--- src/assert_macros.svh ---
`ifndef ASSERT_MACROS_SVH
`define ASSERT_MACROS_SVH

// Clocked assertion, quiet while reset is high
`define ASSERT_CLK(label, prop, msg) \
   label: assert property (@(posedge clock) disable iff (reset) prop) else $error(msg);

// Clocked assertion that also holds through reset
`define ASSERT_ALWAYS(label, prop, msg) \
   label: assert property (@(posedge clock) prop) else $error(msg);

`endif

--- src/hsv2rgb_pkg.sv ---
`timescale 1ns / 1ps

package hsv2rgb_pkg;

   // Field widths
   localparam int HUE_W  = 16;
   localparam int CH_W   = 8;
   localparam int FRAC_W = 16;
   localparam int X_W    = FRAC_W + 1;
   localparam int LO_W   = 8;

   // Fixed-point one for the channel fraction
   localparam logic [X_W-1:0] ONE_X = 17'h10000;

   // Reciprocal multipliers (exact over the ranges used; RECIP_255 is a low estimate)
   localparam logic [14:0] RECIP_DEG15  = 15'd17477;   // e/15, e < 2^14, shift 18
   localparam logic [15:0] RECIP_SIX    = 16'd43691;   // q/6, q < 1093, shift 18
   localparam logic [19:0] RECIP_FRAC15 = 20'd559241;  // e/15, e < 2^20, shift 23
   localparam logic [16:0] RECIP_255    = 17'd65793;   // low estimate of P/255, shift 24

   // Channel lane latency in cycles
   localparam int CHAN_LAT = 4;

   // Sector codes: arrangement of (red, green, blue)
   localparam logic [2:0] SECT_VTP = 3'd0;
   localparam logic [2:0] SECT_QVP = 3'd1;
   localparam logic [2:0] SECT_PVT = 3'd2;
   localparam logic [2:0] SECT_PQV = 3'd3;
   localparam logic [2:0] SECT_TPV = 3'd4;
   localparam logic [2:0] SECT_VPQ = 3'd5;

   // Sector front end result
   typedef struct packed {
      logic              valid;
      logic              zero;
      logic [2:0]        idx;
      logic [FRAC_W-1:0] f16;
      logic [CH_W-1:0]   sat;
      logic [CH_W-1:0]   val;
   } sect_type;

   // Side band that travels beside the channel lanes
   typedef struct packed {
      logic       zero;
      logic [2:0] idx;
   } side_type;

endpackage

--- src/hsv2rgb_sector.sv ---
`timescale 1ns / 1ps

module hsv2rgb_sector
   import hsv2rgb_pkg::*;
#(
   parameter int HUE_FRAC_BITS = 4
) (
   input  logic             clock,
   input  logic             reset,
   input  logic             en,
   input  logic             in_valid,
   input  logic [HUE_W-1:0] hue,
   input  logic [CH_W-1:0]  sat,
   input  logic [CH_W-1:0]  val,
   output sect_type         sect
);

   localparam logic [LO_W-1:0] LO_MASK = LO_W'((1 << HUE_FRAC_BITS) - 1);

   // Stage 1: whole degrees, degrees / 60
   logic [HUE_W-1:0] deg_in;
   logic [28:0]      prod1;
   logic [10:0]      q60_in;
   logic [LO_W-1:0]  lo_in;

   logic             s1_valid_ff;
   logic [HUE_W-1:0] s1_deg_ff;
   logic [10:0]      s1_q60_ff;
   logic [LO_W-1:0]  s1_lo_ff;
   logic [CH_W-1:0]  s1_sat_ff;
   logic [CH_W-1:0]  s1_val_ff;

   assign deg_in = HUE_W'(hue >> HUE_FRAC_BITS);
   assign prod1  = 29'(deg_in[HUE_W-1:2]) * 29'(RECIP_DEG15);
   assign q60_in = prod1[28:18];
   assign lo_in  = hue[LO_W-1:0] & LO_MASK;

   always_ff @(posedge clock) begin
      if (reset) begin
         s1_valid_ff <= 1'b0;
      end else if (en) begin
         s1_valid_ff <= in_valid;
      end
   end

   always_ff @(posedge clock) begin
      if (en) begin
         s1_deg_ff <= deg_in;
         s1_q60_ff <= q60_in;
         s1_lo_ff  <= lo_in;
         s1_sat_ff <= sat;
         s1_val_ff <= val;
      end
   end

   // Stage 2: degrees mod 60, sector count / 6
   logic [HUE_W-1:0] r60_full;
   logic [5:0]       r60_in;
   logic [26:0]      prod2;
   logic [8:0]       q6_in;

   logic             s2_valid_ff;
   logic [5:0]       s2_r60_ff;
   logic [10:0]      s2_q60_ff;
   logic [8:0]       s2_q6_ff;
   logic [LO_W-1:0]  s2_lo_ff;
   logic [CH_W-1:0]  s2_sat_ff;
   logic [CH_W-1:0]  s2_val_ff;

   assign r60_full = s1_deg_ff - HUE_W'(HUE_W'(s1_q60_ff) * HUE_W'(60));
   assign r60_in   = r60_full[5:0];
   assign prod2    = 27'(s1_q60_ff) * 27'(RECIP_SIX);
   assign q6_in    = prod2[26:18];

   always_ff @(posedge clock) begin
      if (reset) begin
         s2_valid_ff <= 1'b0;
      end else if (en) begin
         s2_valid_ff <= s1_valid_ff;
      end
   end

   always_ff @(posedge clock) begin
      if (en) begin
         s2_r60_ff <= r60_in;
         s2_q60_ff <= s1_q60_ff;
         s2_q6_ff  <= q6_in;
         s2_lo_ff  <= s1_lo_ff;
         s2_sat_ff <= s1_sat_ff;
         s2_val_ff <= s1_val_ff;
      end
   end

   // Stage 3: sector index and 16-bit fraction within the sector
   logic [10:0]      idx_full;
   logic [23:0]      num;
   logic [19:0]      e2;
   logic [39:0]      prod3;
   sect_type         sect_in;
   logic             s3_valid_ff;
   sect_type         s3_ff;

   assign idx_full = s2_q60_ff - 11'(11'(s2_q6_ff) * 11'(6));
   assign num      = {2'b00, s2_r60_ff, 16'h0000}
                   | (24'({s2_lo_ff, 16'h0000}) >> HUE_FRAC_BITS);
   assign e2       = num[21:2];
   assign prod3    = 40'(e2) * 40'(RECIP_FRAC15);

   always_comb begin
      sect_in       = '0;
      sect_in.valid = s2_valid_ff;
      sect_in.zero  = (s2_sat_ff == '0);
      sect_in.idx   = idx_full[2:0];
      sect_in.f16   = prod3[38:23];
      sect_in.sat   = s2_sat_ff;
      sect_in.val   = s2_val_ff;
   end

   always_ff @(posedge clock) begin
      if (reset) begin
         s3_valid_ff <= 1'b0;
      end else if (en) begin
         s3_valid_ff <= s2_valid_ff;
      end
   end

   always_ff @(posedge clock) begin
      if (en) begin
         s3_ff <= sect_in;
      end
   end

   always_comb begin
      sect       = s3_ff;
      sect.valid = s3_valid_ff;
   end

endmodule

--- src/hsv2rgb_chan.sv ---
`timescale 1ns / 1ps

module hsv2rgb_chan
   import hsv2rgb_pkg::*;
(
   input  logic            clock,
   input  logic            en,
   input  logic [CH_W-1:0] sat,
   input  logic [CH_W-1:0] val,
   input  logic [X_W-1:0]  x,
   output logic [CH_W-1:0] chan
);

   // Stage 1: s * x
   logic [24:0]     prod_in;
   logic [24:0]     c1_prod_ff;
   logic [CH_W-1:0] c1_val_ff;

   assign prod_in = 25'(sat) * 25'(x);

   always_ff @(posedge clock) begin
      if (en) begin
         c1_prod_ff <= prod_in;
         c1_val_ff  <= val;
      end
   end

   // Stage 2: low estimate of product / 255 (shift-add reciprocal)
   logic [40:0]     recip_sum;
   logic [X_W-1:0]  q0_in;
   logic [X_W-1:0]  c2_q0_ff;
   logic [24:0]     c2_prod_ff;
   logic [CH_W-1:0] c2_val_ff;

   assign recip_sum = (41'(c1_prod_ff) << 16) + (41'(c1_prod_ff) << 8) + 41'(c1_prod_ff);
   assign q0_in     = recip_sum[40:24];

   always_ff @(posedge clock) begin
      if (en) begin
         c2_q0_ff   <= q0_in;
         c2_prod_ff <= c1_prod_ff;
         c2_val_ff  <= c1_val_ff;
      end
   end

   // Stage 3: one-step correction, then 1 - s*x
   logic [24:0]     rem;
   logic [X_W-1:0]  sx;
   logic [X_W-1:0]  om_in;
   logic [X_W-1:0]  c3_om_ff;
   logic [CH_W-1:0] c3_val_ff;

   assign rem   = c2_prod_ff - 25'(25'(c2_q0_ff) * 25'(255));
   assign sx    = c2_q0_ff + X_W'(rem >= 25'(255));
   assign om_in = ONE_X - sx;

   always_ff @(posedge clock) begin
      if (en) begin
         c3_om_ff  <= om_in;
         c3_val_ff <= c2_val_ff;
      end
   end

   // Stage 4: v * (1 - s*x), keep the integer part
   logic [24:0]     scaled;
   logic [CH_W-1:0] c4_chan_ff;

   assign scaled = 25'(c3_val_ff) * 25'(c3_om_ff);

   always_ff @(posedge clock) begin
      if (en) begin
         c4_chan_ff <= scaled[23:16];
      end
   end

   assign chan = c4_chan_ff;

endmodule

--- src/hsv_to_rgb_converter_unit.sv ---
// HSV to RGB converter. Takes one word per clock on req_ (hue in 1/2^HUE_FRAC_BITS
// degree units, wrapped at 360 degrees; saturation and brightness as fractions of 255)
// and returns 8-bit red, green and blue on rsp_, truncated; zero saturation gives
// black. Fully pipelined (3 sector stages, 4 channel-lane stages, 1 output register),
// one word per clock sustained while rsp_ words are taken. When the output register
// holds a word that is not taken, the whole pipeline freezes and req_tready drops;
// nothing is lost or repeated.
`timescale 1ns / 1ps
`include "assert_macros.svh"

module hsv_to_rgb_converter_unit
   import hsv2rgb_pkg::*;
#(
   parameter int HUE_FRAC_BITS = 4
) (
   input  logic        clock,
   input  logic        reset,
   input  logic        req_tvalid,
   output logic        req_tready,
   input  logic [31:0] req_tdata,   // hue[15:0], saturation[23:16], brightness[31:24]
   output logic        rsp_tvalid,
   input  logic        rsp_tready,
   output logic [23:0] rsp_tdata    // red[7:0], green[15:8], blue[23:16]
);

   // Pipeline advance
   logic en;
   logic rsp_valid_ff;

   assign en         = !rsp_valid_ff || rsp_tready;
   assign req_tready = en;

   // Sector front end
   sect_type sect;

   hsv2rgb_sector #(
      .HUE_FRAC_BITS(HUE_FRAC_BITS)
   ) u_sector (
      .clock    (clock),
      .reset    (reset),
      .en       (en),
      .in_valid (req_tvalid),
      .hue      (req_tdata[15:0]),
      .sat      (req_tdata[23:16]),
      .val      (req_tdata[31:24]),
      .sect     (sect)
   );

   // Channel lanes: p, q, t
   logic [X_W-1:0]  x_q;
   logic [X_W-1:0]  x_t;
   logic [CH_W-1:0] ch_p;
   logic [CH_W-1:0] ch_q;
   logic [CH_W-1:0] ch_t;

   assign x_q = X_W'(sect.f16);
   assign x_t = ONE_X - X_W'(sect.f16);

   hsv2rgb_chan u_chan_p (
      .clock (clock),
      .en    (en),
      .sat   (sect.sat),
      .val   (sect.val),
      .x     (ONE_X),
      .chan  (ch_p)
   );

   hsv2rgb_chan u_chan_q (
      .clock (clock),
      .en    (en),
      .sat   (sect.sat),
      .val   (sect.val),
      .x     (x_q),
      .chan  (ch_q)
   );

   hsv2rgb_chan u_chan_t (
      .clock (clock),
      .en    (en),
      .sat   (sect.sat),
      .val   (sect.val),
      .x     (x_t),
      .chan  (ch_t)
   );

   // Side band delay beside the lanes
   logic            valid_ff [CHAN_LAT];
   side_type        side_ff  [CHAN_LAT];
   logic [CH_W-1:0] v_ff     [CHAN_LAT];
   side_type        side_in;

   assign side_in.zero = sect.zero;
   assign side_in.idx  = sect.idx;

   always_ff @(posedge clock) begin
      if (reset) begin
         for (int i = 0; i < CHAN_LAT; i++) begin
            valid_ff[i] <= 1'b0;
         end
      end else if (en) begin
         valid_ff[0] <= sect.valid;
         for (int i = 1; i < CHAN_LAT; i++) begin
            valid_ff[i] <= valid_ff[i-1];
         end
      end
   end

   always_ff @(posedge clock) begin
      if (en) begin
         side_ff[0] <= side_in;
         v_ff[0]    <= sect.val;
         for (int i = 1; i < CHAN_LAT; i++) begin
            side_ff[i] <= side_ff[i-1];
            v_ff[i]    <= v_ff[i-1];
         end
      end
   end

   // Sector arrangement and black on zero saturation
   logic [CH_W-1:0] vv;
   logic [CH_W-1:0] red_in;
   logic [CH_W-1:0] green_in;
   logic [CH_W-1:0] blue_in;

   assign vv = v_ff[CHAN_LAT-1];

   always_comb begin
      case (side_ff[CHAN_LAT-1].idx)
         SECT_VTP: begin red_in = vv;   green_in = ch_t; blue_in = ch_p; end
         SECT_QVP: begin red_in = ch_q; green_in = vv;   blue_in = ch_p; end
         SECT_PVT: begin red_in = ch_p; green_in = vv;   blue_in = ch_t; end
         SECT_PQV: begin red_in = ch_p; green_in = ch_q; blue_in = vv;   end
         SECT_TPV: begin red_in = ch_t; green_in = ch_p; blue_in = vv;   end
         default:  begin red_in = vv;   green_in = ch_p; blue_in = ch_q; end
      endcase
      if (side_ff[CHAN_LAT-1].zero) begin
         red_in   = '0;
         green_in = '0;
         blue_in  = '0;
      end
   end

   // Output register
   logic [23:0] rsp_data_ff;

   always_ff @(posedge clock) begin
      if (reset) begin
         rsp_valid_ff <= 1'b0;
      end else if (en) begin
         rsp_valid_ff <= valid_ff[CHAN_LAT-1];
      end
   end

   always_ff @(posedge clock) begin
      if (en) begin
         rsp_data_ff <= {blue_in, green_in, red_in};
      end
   end

   assign rsp_tvalid = rsp_valid_ff;
   assign rsp_tdata  = rsp_data_ff;

   // Checks
   `ASSERT_ALWAYS(a_ready_when_empty, !rsp_valid_ff |-> req_tready, "ready low with empty output")
   `ASSERT_CLK(a_freeze_lanes, !req_tready |=> $stable(valid_ff[CHAN_LAT-1]) && $stable(vv), "lane moved during stall")
   `ASSERT_CLK(a_freeze_front, !req_tready |=> $stable(sect), "front end moved during stall")

endmodule

--- config.mk ---
export PLATFORM = sky130hd
export DESIGN_NAME = hsv_to_rgb_converter_unit
export DESIGN_NICKNAME = d
export VERILOG_FILES = /design/src/hsv2rgb_pkg.sv /design/src/hsv2rgb_sector.sv /design/src/hsv2rgb_chan.sv /design/src/hsv_to_rgb_converter_unit.sv
export VERILOG_INCLUDE_DIRS = /design/src /design/src/src
export SDC_FILE = /design/constraint.sdc
export NUM_CORES = 2
export LEC_CHECK = 0
export BUFFER_PORTS_ARGS = -buffer_cell sky130_fd_sc_hd__buf_2
export CORE_MARGIN = 10
export CORE_UTILIZATION = 54
export DETAILED_ROUTE_END_ITERATION = 10
export PLACE_DENSITY_LB_ADDON = 0.15
export SLEW_MARGIN = 25
export SYNTH_ARGS = -nofsm -noshare
export SYNTH_HDL_FRONTEND = slang
export SYNTH_SLANG_ARGS = --single-unit
export TNS_END_PERCENT = 5
--- constraint.sdc ---
create_clock -name clock -period 10.4 [get_ports clock]
set_input_delay 0.52 -clock clock [delete_from_list [all_inputs] [get_ports clock]]
set_output_delay 0.52 -clock clock [all_outputs]
set_load 0.02 [all_outputs]
Yosys cells after proc, flatten, opt, wreduce, memory -nomap -nowiden
Memory sizes are Yosys's and may differ from the RTL's. A register that Yosys moved wholly into a read port is not among the register bits.
Cells that the tools add are included.

storage, ports and cells
  register bits after elaboration = 400
  memory bits (writable) = 52
  bits of input ports = 36
  output and inout port bits = 26
  logic and storage cells = 105
  memories kept = 3

operators by class
  add/subtract/negate cells = 18
  $mul = 13
  $lt $le $gt $ge = 3
  eq/ne operators = 4
  mux-type cells = 13
  bitwise gates (word level) = 5
  reductions and logical operators = 8

memories
  name      depth  width  rd ports  clocked after Yosys merged registers in  write ports  RTL line                         text
  v_ff      4      8      4         0                                        4            hsv_to_rgb_converter_unit.sv:89  logic [CH_W-1:0] v_ff [CHAN_LAT];
  side_ff   4      4      4         0                                        4            hsv_to_rgb_converter_unit.sv:88  side_type side_ff [CHAN_LAT];
  valid_ff  4      1      4         1                                        4            hsv_to_rgb_converter_unit.sv:87  logic valid_ff [CHAN_LAT];

operators with widths
  cell                      number
  $add A41 B25 Y41          2
  $add A41 B33 Y41          2
  $ge A25 B8 Y1 const B     3
  $mul A17 B8 Y25 const B   3
  $mul A8 B17 Y24           3
  $pmux W8 S3               3
  $add A17 B1 Y17           3
  $sub A17 B17 Y17 const A  3
  $sub A25 B25 Y25          2
  $add A40 B32 Y41          1
  $add A41 B24 Y41          1
  $mul A20 B20 Y39 const B  1
  $mul A10 B15 Y25 const B  1
  $mul A8 B17 Y25           1
  $sub A24 B25 Y25          1
  $mul A8 B16 Y24           1
  $mul A7 B16 Y23 const B   1
  $or A22 B16 Y22           1
  $sub A17 B16 Y17 const A  1
  $mux W1                   10
  $mul A9 B2 Y2 const B     1
  $logic_not A8 Y1          1
  $reduce_or A2 Y1          4
  $mul A7 B4 Y4 const B     1
  9 further kinds           13

Logic depth before layout (Yosys ltp)
  depth after elaboration = 6
  gate-level depth with buffers = 33
  mapped depth without buffers = 32

Cells and area by module
Synthesis repeated with hierarchy kept, for this count alone.

unflattened totals
  cell total of the unflattened synthesis = 5961
  area, all modules = 62852.8 sq um

by module, submodules not included
  module                     times used  cells an instance  area each (sq um)
  hsv2rgb_chan (u_chan_q)    1           1722               17391.7
  hsv2rgb_chan (u_chan_p)    1           1714               17377.9
  hsv2rgb_chan (u_chan_t)    1           1673               17206.5
  hsv2rgb_sector             1           553                7175.6
  hsv_to_rgb_converter_unit  1           299                3701.0

Least setup slack after synthesis
OpenSTA, ideal clock, no wires.

  kind = input to register
  start = input rsp_tready
  end = register rsp_data_ff[0] (netlist: rsp_tdata[0]) (enable)
  setup time = 745 ps
  data arrival time = 8403 ps
  data required time = 9655 ps
  setup slack = 1252 ps
  stages on the path = 3
  buffers on the path = 1
  cells stage by stage = nor2b_1 clkbuf_1 inv_1

on the way
  longest elaborated chain between the ends = 1

ends and longest elaborated chain
  element               RTL line                          text
  start, declared       hsv_to_rgb_converter_unit.sv:22   input logic rsp_tready,
  $logic_or A1 B1 Y1    hsv_to_rgb_converter_unit.sv:30   assign en = !rsp_valid_ff || rsp_tready;
  net req_tready        hsv_to_rgb_converter_unit.sv:19   output logic req_tready,
  end signal, assigned  hsv_to_rgb_converter_unit.sv:156  rsp_data_ff <= {blue_in, green_in, red_in};
  end, declared         hsv_to_rgb_converter_unit.sv:144  logic [23:0] rsp_data_ff;

The timed path passes the listed nets, and every way through them passes these cells.
A chain may end at the register's enable or synchronous reset.

Final worst setup path
  start = register u_chan_t.c2_q0_ff[9]
  end = register u_chan_t.c3_om_ff[16], data pin

on the way
  longest elaborated chain between the ends = 5

ends and longest elaborated chain
  element                 RTL line            text
  start, declared         hsv2rgb_chan.sv:31  logic [X_W-1:0] c2_q0_ff;
  start signal, assigned  hsv2rgb_chan.sv:40  c2_q0_ff <= q0_in;
  $mul A17 B8 Y25         hsv2rgb_chan.sv:53  assign rem = c2_prod_ff - 25'(25'(c2_q0_ff) * 25'(255));
  $sub A25 B25 Y25        hsv2rgb_chan.sv:53
  $ge A25 B8 Y1           hsv2rgb_chan.sv:54  assign sx = c2_q0_ff + X_W'(rem >= 25'(255));
  $add A17 B1 Y17 *       hsv2rgb_chan.sv:54
  $sub A17 B17 Y17 *      hsv2rgb_chan.sv:55  assign om_in = ONE_X - sx;
  net u_chan_t.om_in[16]  hsv2rgb_chan.sv:49  logic [X_W-1:0] om_in;
  end signal, assigned    hsv2rgb_chan.sv:59  c3_om_ff <= om_in;
  end, declared           hsv2rgb_chan.sv:50  logic [X_W-1:0] c3_om_ff;

The timed path passes the listed nets; every way through them passes the cells marked *.

==> run_results.csv <==
group,metric,value,unit
run_status,status,"finished clean",
drt,vias,34500,
placement,gp_congestion,0.871,
global_route,overflow,0,
timing,skew,0.0505,ns
clocking,h-tree-depth,2,
drt,via_per_inst,5.35,
timing,max_freq,0.124,GHz
critical_path,critPathMostFrequentCell,"fa_1",
critical_path,arrival,8.54,ns
timing,slew_violations,0,
floorplan,die_w,331,um
critical_path,cp_slowest_cell,"a2111oi_0",
drt,route.detailed.wl_per_inst,16.8,um
global_route,grt_use_total,20.4,%
critical_path,worstSetupPathType,"flip-flop to flip-flop",
clocking,cts_made_buffers,49,
critical_path,slowest_delay,0.90,ns
placement,postPlaceCellArea,0.0538,mm^2
global_route,grt_pass1_wl,183000,um
critical_path,critPathMaxFanout,10,
drt,first_iter_violations,1846,
synthesis,synth_edf_count,397,
global_route,met1_usage,28.6,%
global_route,grt-busiest-layer,"met2",
global_route,grt_use_met2,33.4,%
clocking,clock_latency,0.66,ns
floorplan,ioPinCount,62,
synthesis,synthArstFlopShare,0,%
synthesis,seq_area_frac_synth,23.0,%
floorplan,dieArea,0.109,mm^2
final_layout,layout_common_cells,"inv_1, fa_1, ha_1",
timing,max_slew_margin,31.9,%
clocking,clkTransAtPathRegs,0.06,ns
global_route,antenna_found_initial,1,
global_route,grt_max_degree,177,
final_layout,drive_above_1_share,3.96,%
critical_path,worstSetupStartpointType,"flip-flop",
critical_path,cp.required,10.85,ns
timing,rsz0062_at_grt,"false",
clocking,cts-root-buf,"clkbuf_16",
placement,dp_hpwl,85200,um
flow_run,maxCapViolCount,0,
final_layout,postLayoutCellArea,0.0557,mm^2
clocking,cts_tree,"done",
synthesis,syn-num-nets,6553,
final_layout,layout_commonest_cell,"inv_1",
final_layout,area_delta_synth_final,6.78,%
floorplan,start_util,54.7,%
timing,hold_violations,0,
floorplan,die_h,331,um
drt,drt-pass1-iter-count,5,
synthesis,netlist_area,0.0522,mm^2
timing,fin_crit_sh,77.8,%
clocking,clock_path_buffers,3,
final_layout,diodes,0,
clocking,clock_sinks,401,
critical_path,cp-end-kind,"flip-flop",
drt,wirelength,108000,um
timing,hold_ws,0.0540,ns
global_route,grt_pass1_vias,35900,
final_layout,final_nets,6591,
timing,fin_tns_setup,0,ns
floorplan,core,0.0954,mm^2
floorplan,fp-row-count,113,
synthesis,synth_top_flop_cell,"edfxtp_1",
drt,ant_nets,0,
hold_path,min_path_type,"primary input to flip-flop",
timing,worst_slew_pin_slew,0.995,ns
placement,port-buffer-count,61,
synthesis,ys_warn_count,0,
synthesis,avgSynthCellArea,10.2,um^2
drt,drc,0,
timing,final.min_clock_period,8.09,ns
synthesis,ys_seq_elements,401,
clocking,cts_resized,0,
timing,setup_violations,0,
global_route,grt.met3_usage,3.01,%
final_layout,fill_cells,8256,
synthesis,synthCells,5106,
synthesis,synth.distinct_cells,90,
-- kinds of logic after synthesis --
family                   Yosys count  share of synthesized area (%)
buffers and inverters           1172                           8.44
AO/OA/AOI/OAI                    619                           7.78
multiplexers                      39                          0.753
XOR/XNOR                         218                           3.66
AND/OR/NAND/NOR                 1246                           11.8
flip-flops                       401                           23.0
adder cells (fa/ha/maj)         1411                           44.5
-- metal layers --
layer	part of all wire, %	wire, um	up-vias
met2	47	50300	612
met3	4.4	4790	133
met4	1.9	2030	0
met5	0	0	-
li1	-	-	16500
met1	47	51000	17200
-- worst paths after layout --
kind,to,cells past startpoint,start,slack (ns)
worst max-delay path,u_chan_t.c3_om_ff[16]$_DFFE_PN_,28,u_chan_t.c2_q0_ff[9]$_DFFE_PN_,2.31
worst min-delay path,u_sector.s1_val_ff[1]$_DFFE_PN_,1,req_tdata[25],0.05
worst max register to register,u_chan_t.c3_om_ff[16]$_DFFE_PN_,28,u_chan_t.c2_q0_ff[9]$_DFFE_PN_,2.31
worst min register to register,v_ff[2][1]$_DFFE_PN_,0,u_chan_p.c2_val_ff[1]$_DFFE_PN_,0.42
-- metrics by stage --
step	setup WS [ns]	util, %	cells
final	2.31	58.4	6447
after global routing	1.61	58.4	6447
after CTS	2.19	58.3	6446
after detailed placement	2.30	56.4	6341
after global placement	2.46	56.4	6341
after floorplan	1.25	-	5106
-- critical path, delay by kind of cell (launching register included) --
family,cells,cell delay [ns]
compound gates,13,3.27
fa+ha+maj,7,2.94
buf+inv,3,0.33
flops,1,0.55
simple gates,5,0.79
-- final cells by class --
class	count	area [um^2]	share of cell area, %
flip-flops and latches	401	12000	21.5
multi-input cells	3533	35800	64.2
inverters	1058	3980	7.14
clock buffers	53	1240	2.23
repair buffers	101	669	1.20
well taps	1265	1580	2.84
clock inverters	36	465	0.836
-- registers in the layout, summed over array words and instances, names as in the netlist, 23 cells and up --
register / cells
u_chan_q.c1_prod_ff: 23
rsp_tdata: 24
v_ff: 24
u_chan_t.c2_prod_ff: 25
u_chan_t.c1_prod_ff: 25
u_sector.sect: 36
u_chan_q.c2_prod_ff: 23
-- synthesized netlist by cell type (all sizes together), types with 6 or more instances --
library cell  instances  area share, %
o21bai               26           0.37
a221oi                6           0.11
a211oi               26           0.37
buf                   6          0.050
o22a                  8           0.13
ha                  670             16
o2111ai               7           0.12
o311ai                6           0.10
o22ai                 7          0.084
a2111oi               6           0.12
or2                  11           0.13
a21o                 62           0.89
clkbuf              108           0.78
o211ai               15           0.22
a211o                 9           0.15
xor2                 59           0.99
inv                1057            7.6
a311oi               13           0.22
o31a                  8           0.14
o41ai                 6           0.12
edfxtp              397             23
and2                319            3.8
nand2               442            3.2
o31ai                18           0.26
nand2b               44           0.53
o21a                 26           0.37
nand3                39           0.37
xnor2               159            2.7
nor2                190            1.4
fa                  741             28
a21oi               183            1.8
a31oi                23           0.30
nor4                 27           0.34
and3                 17           0.20
mux2i                37           0.71
o21ai               122            1.2
nor2b                24           0.29
nor3b                 7           0.10
or3                  19           0.23
nand4                28           0.34
nor3                 51           0.49
-- repair_timing --
item                                   4_1_cts  5_1_grt
buffers inserted                             0        0
endpoints found under the hold margin       16        0
hold buffers                                16        0
Power is left out: the tool's default activity adds up to more than one toggle a clock period on the data nets, which glitch-free logic cannot reach.
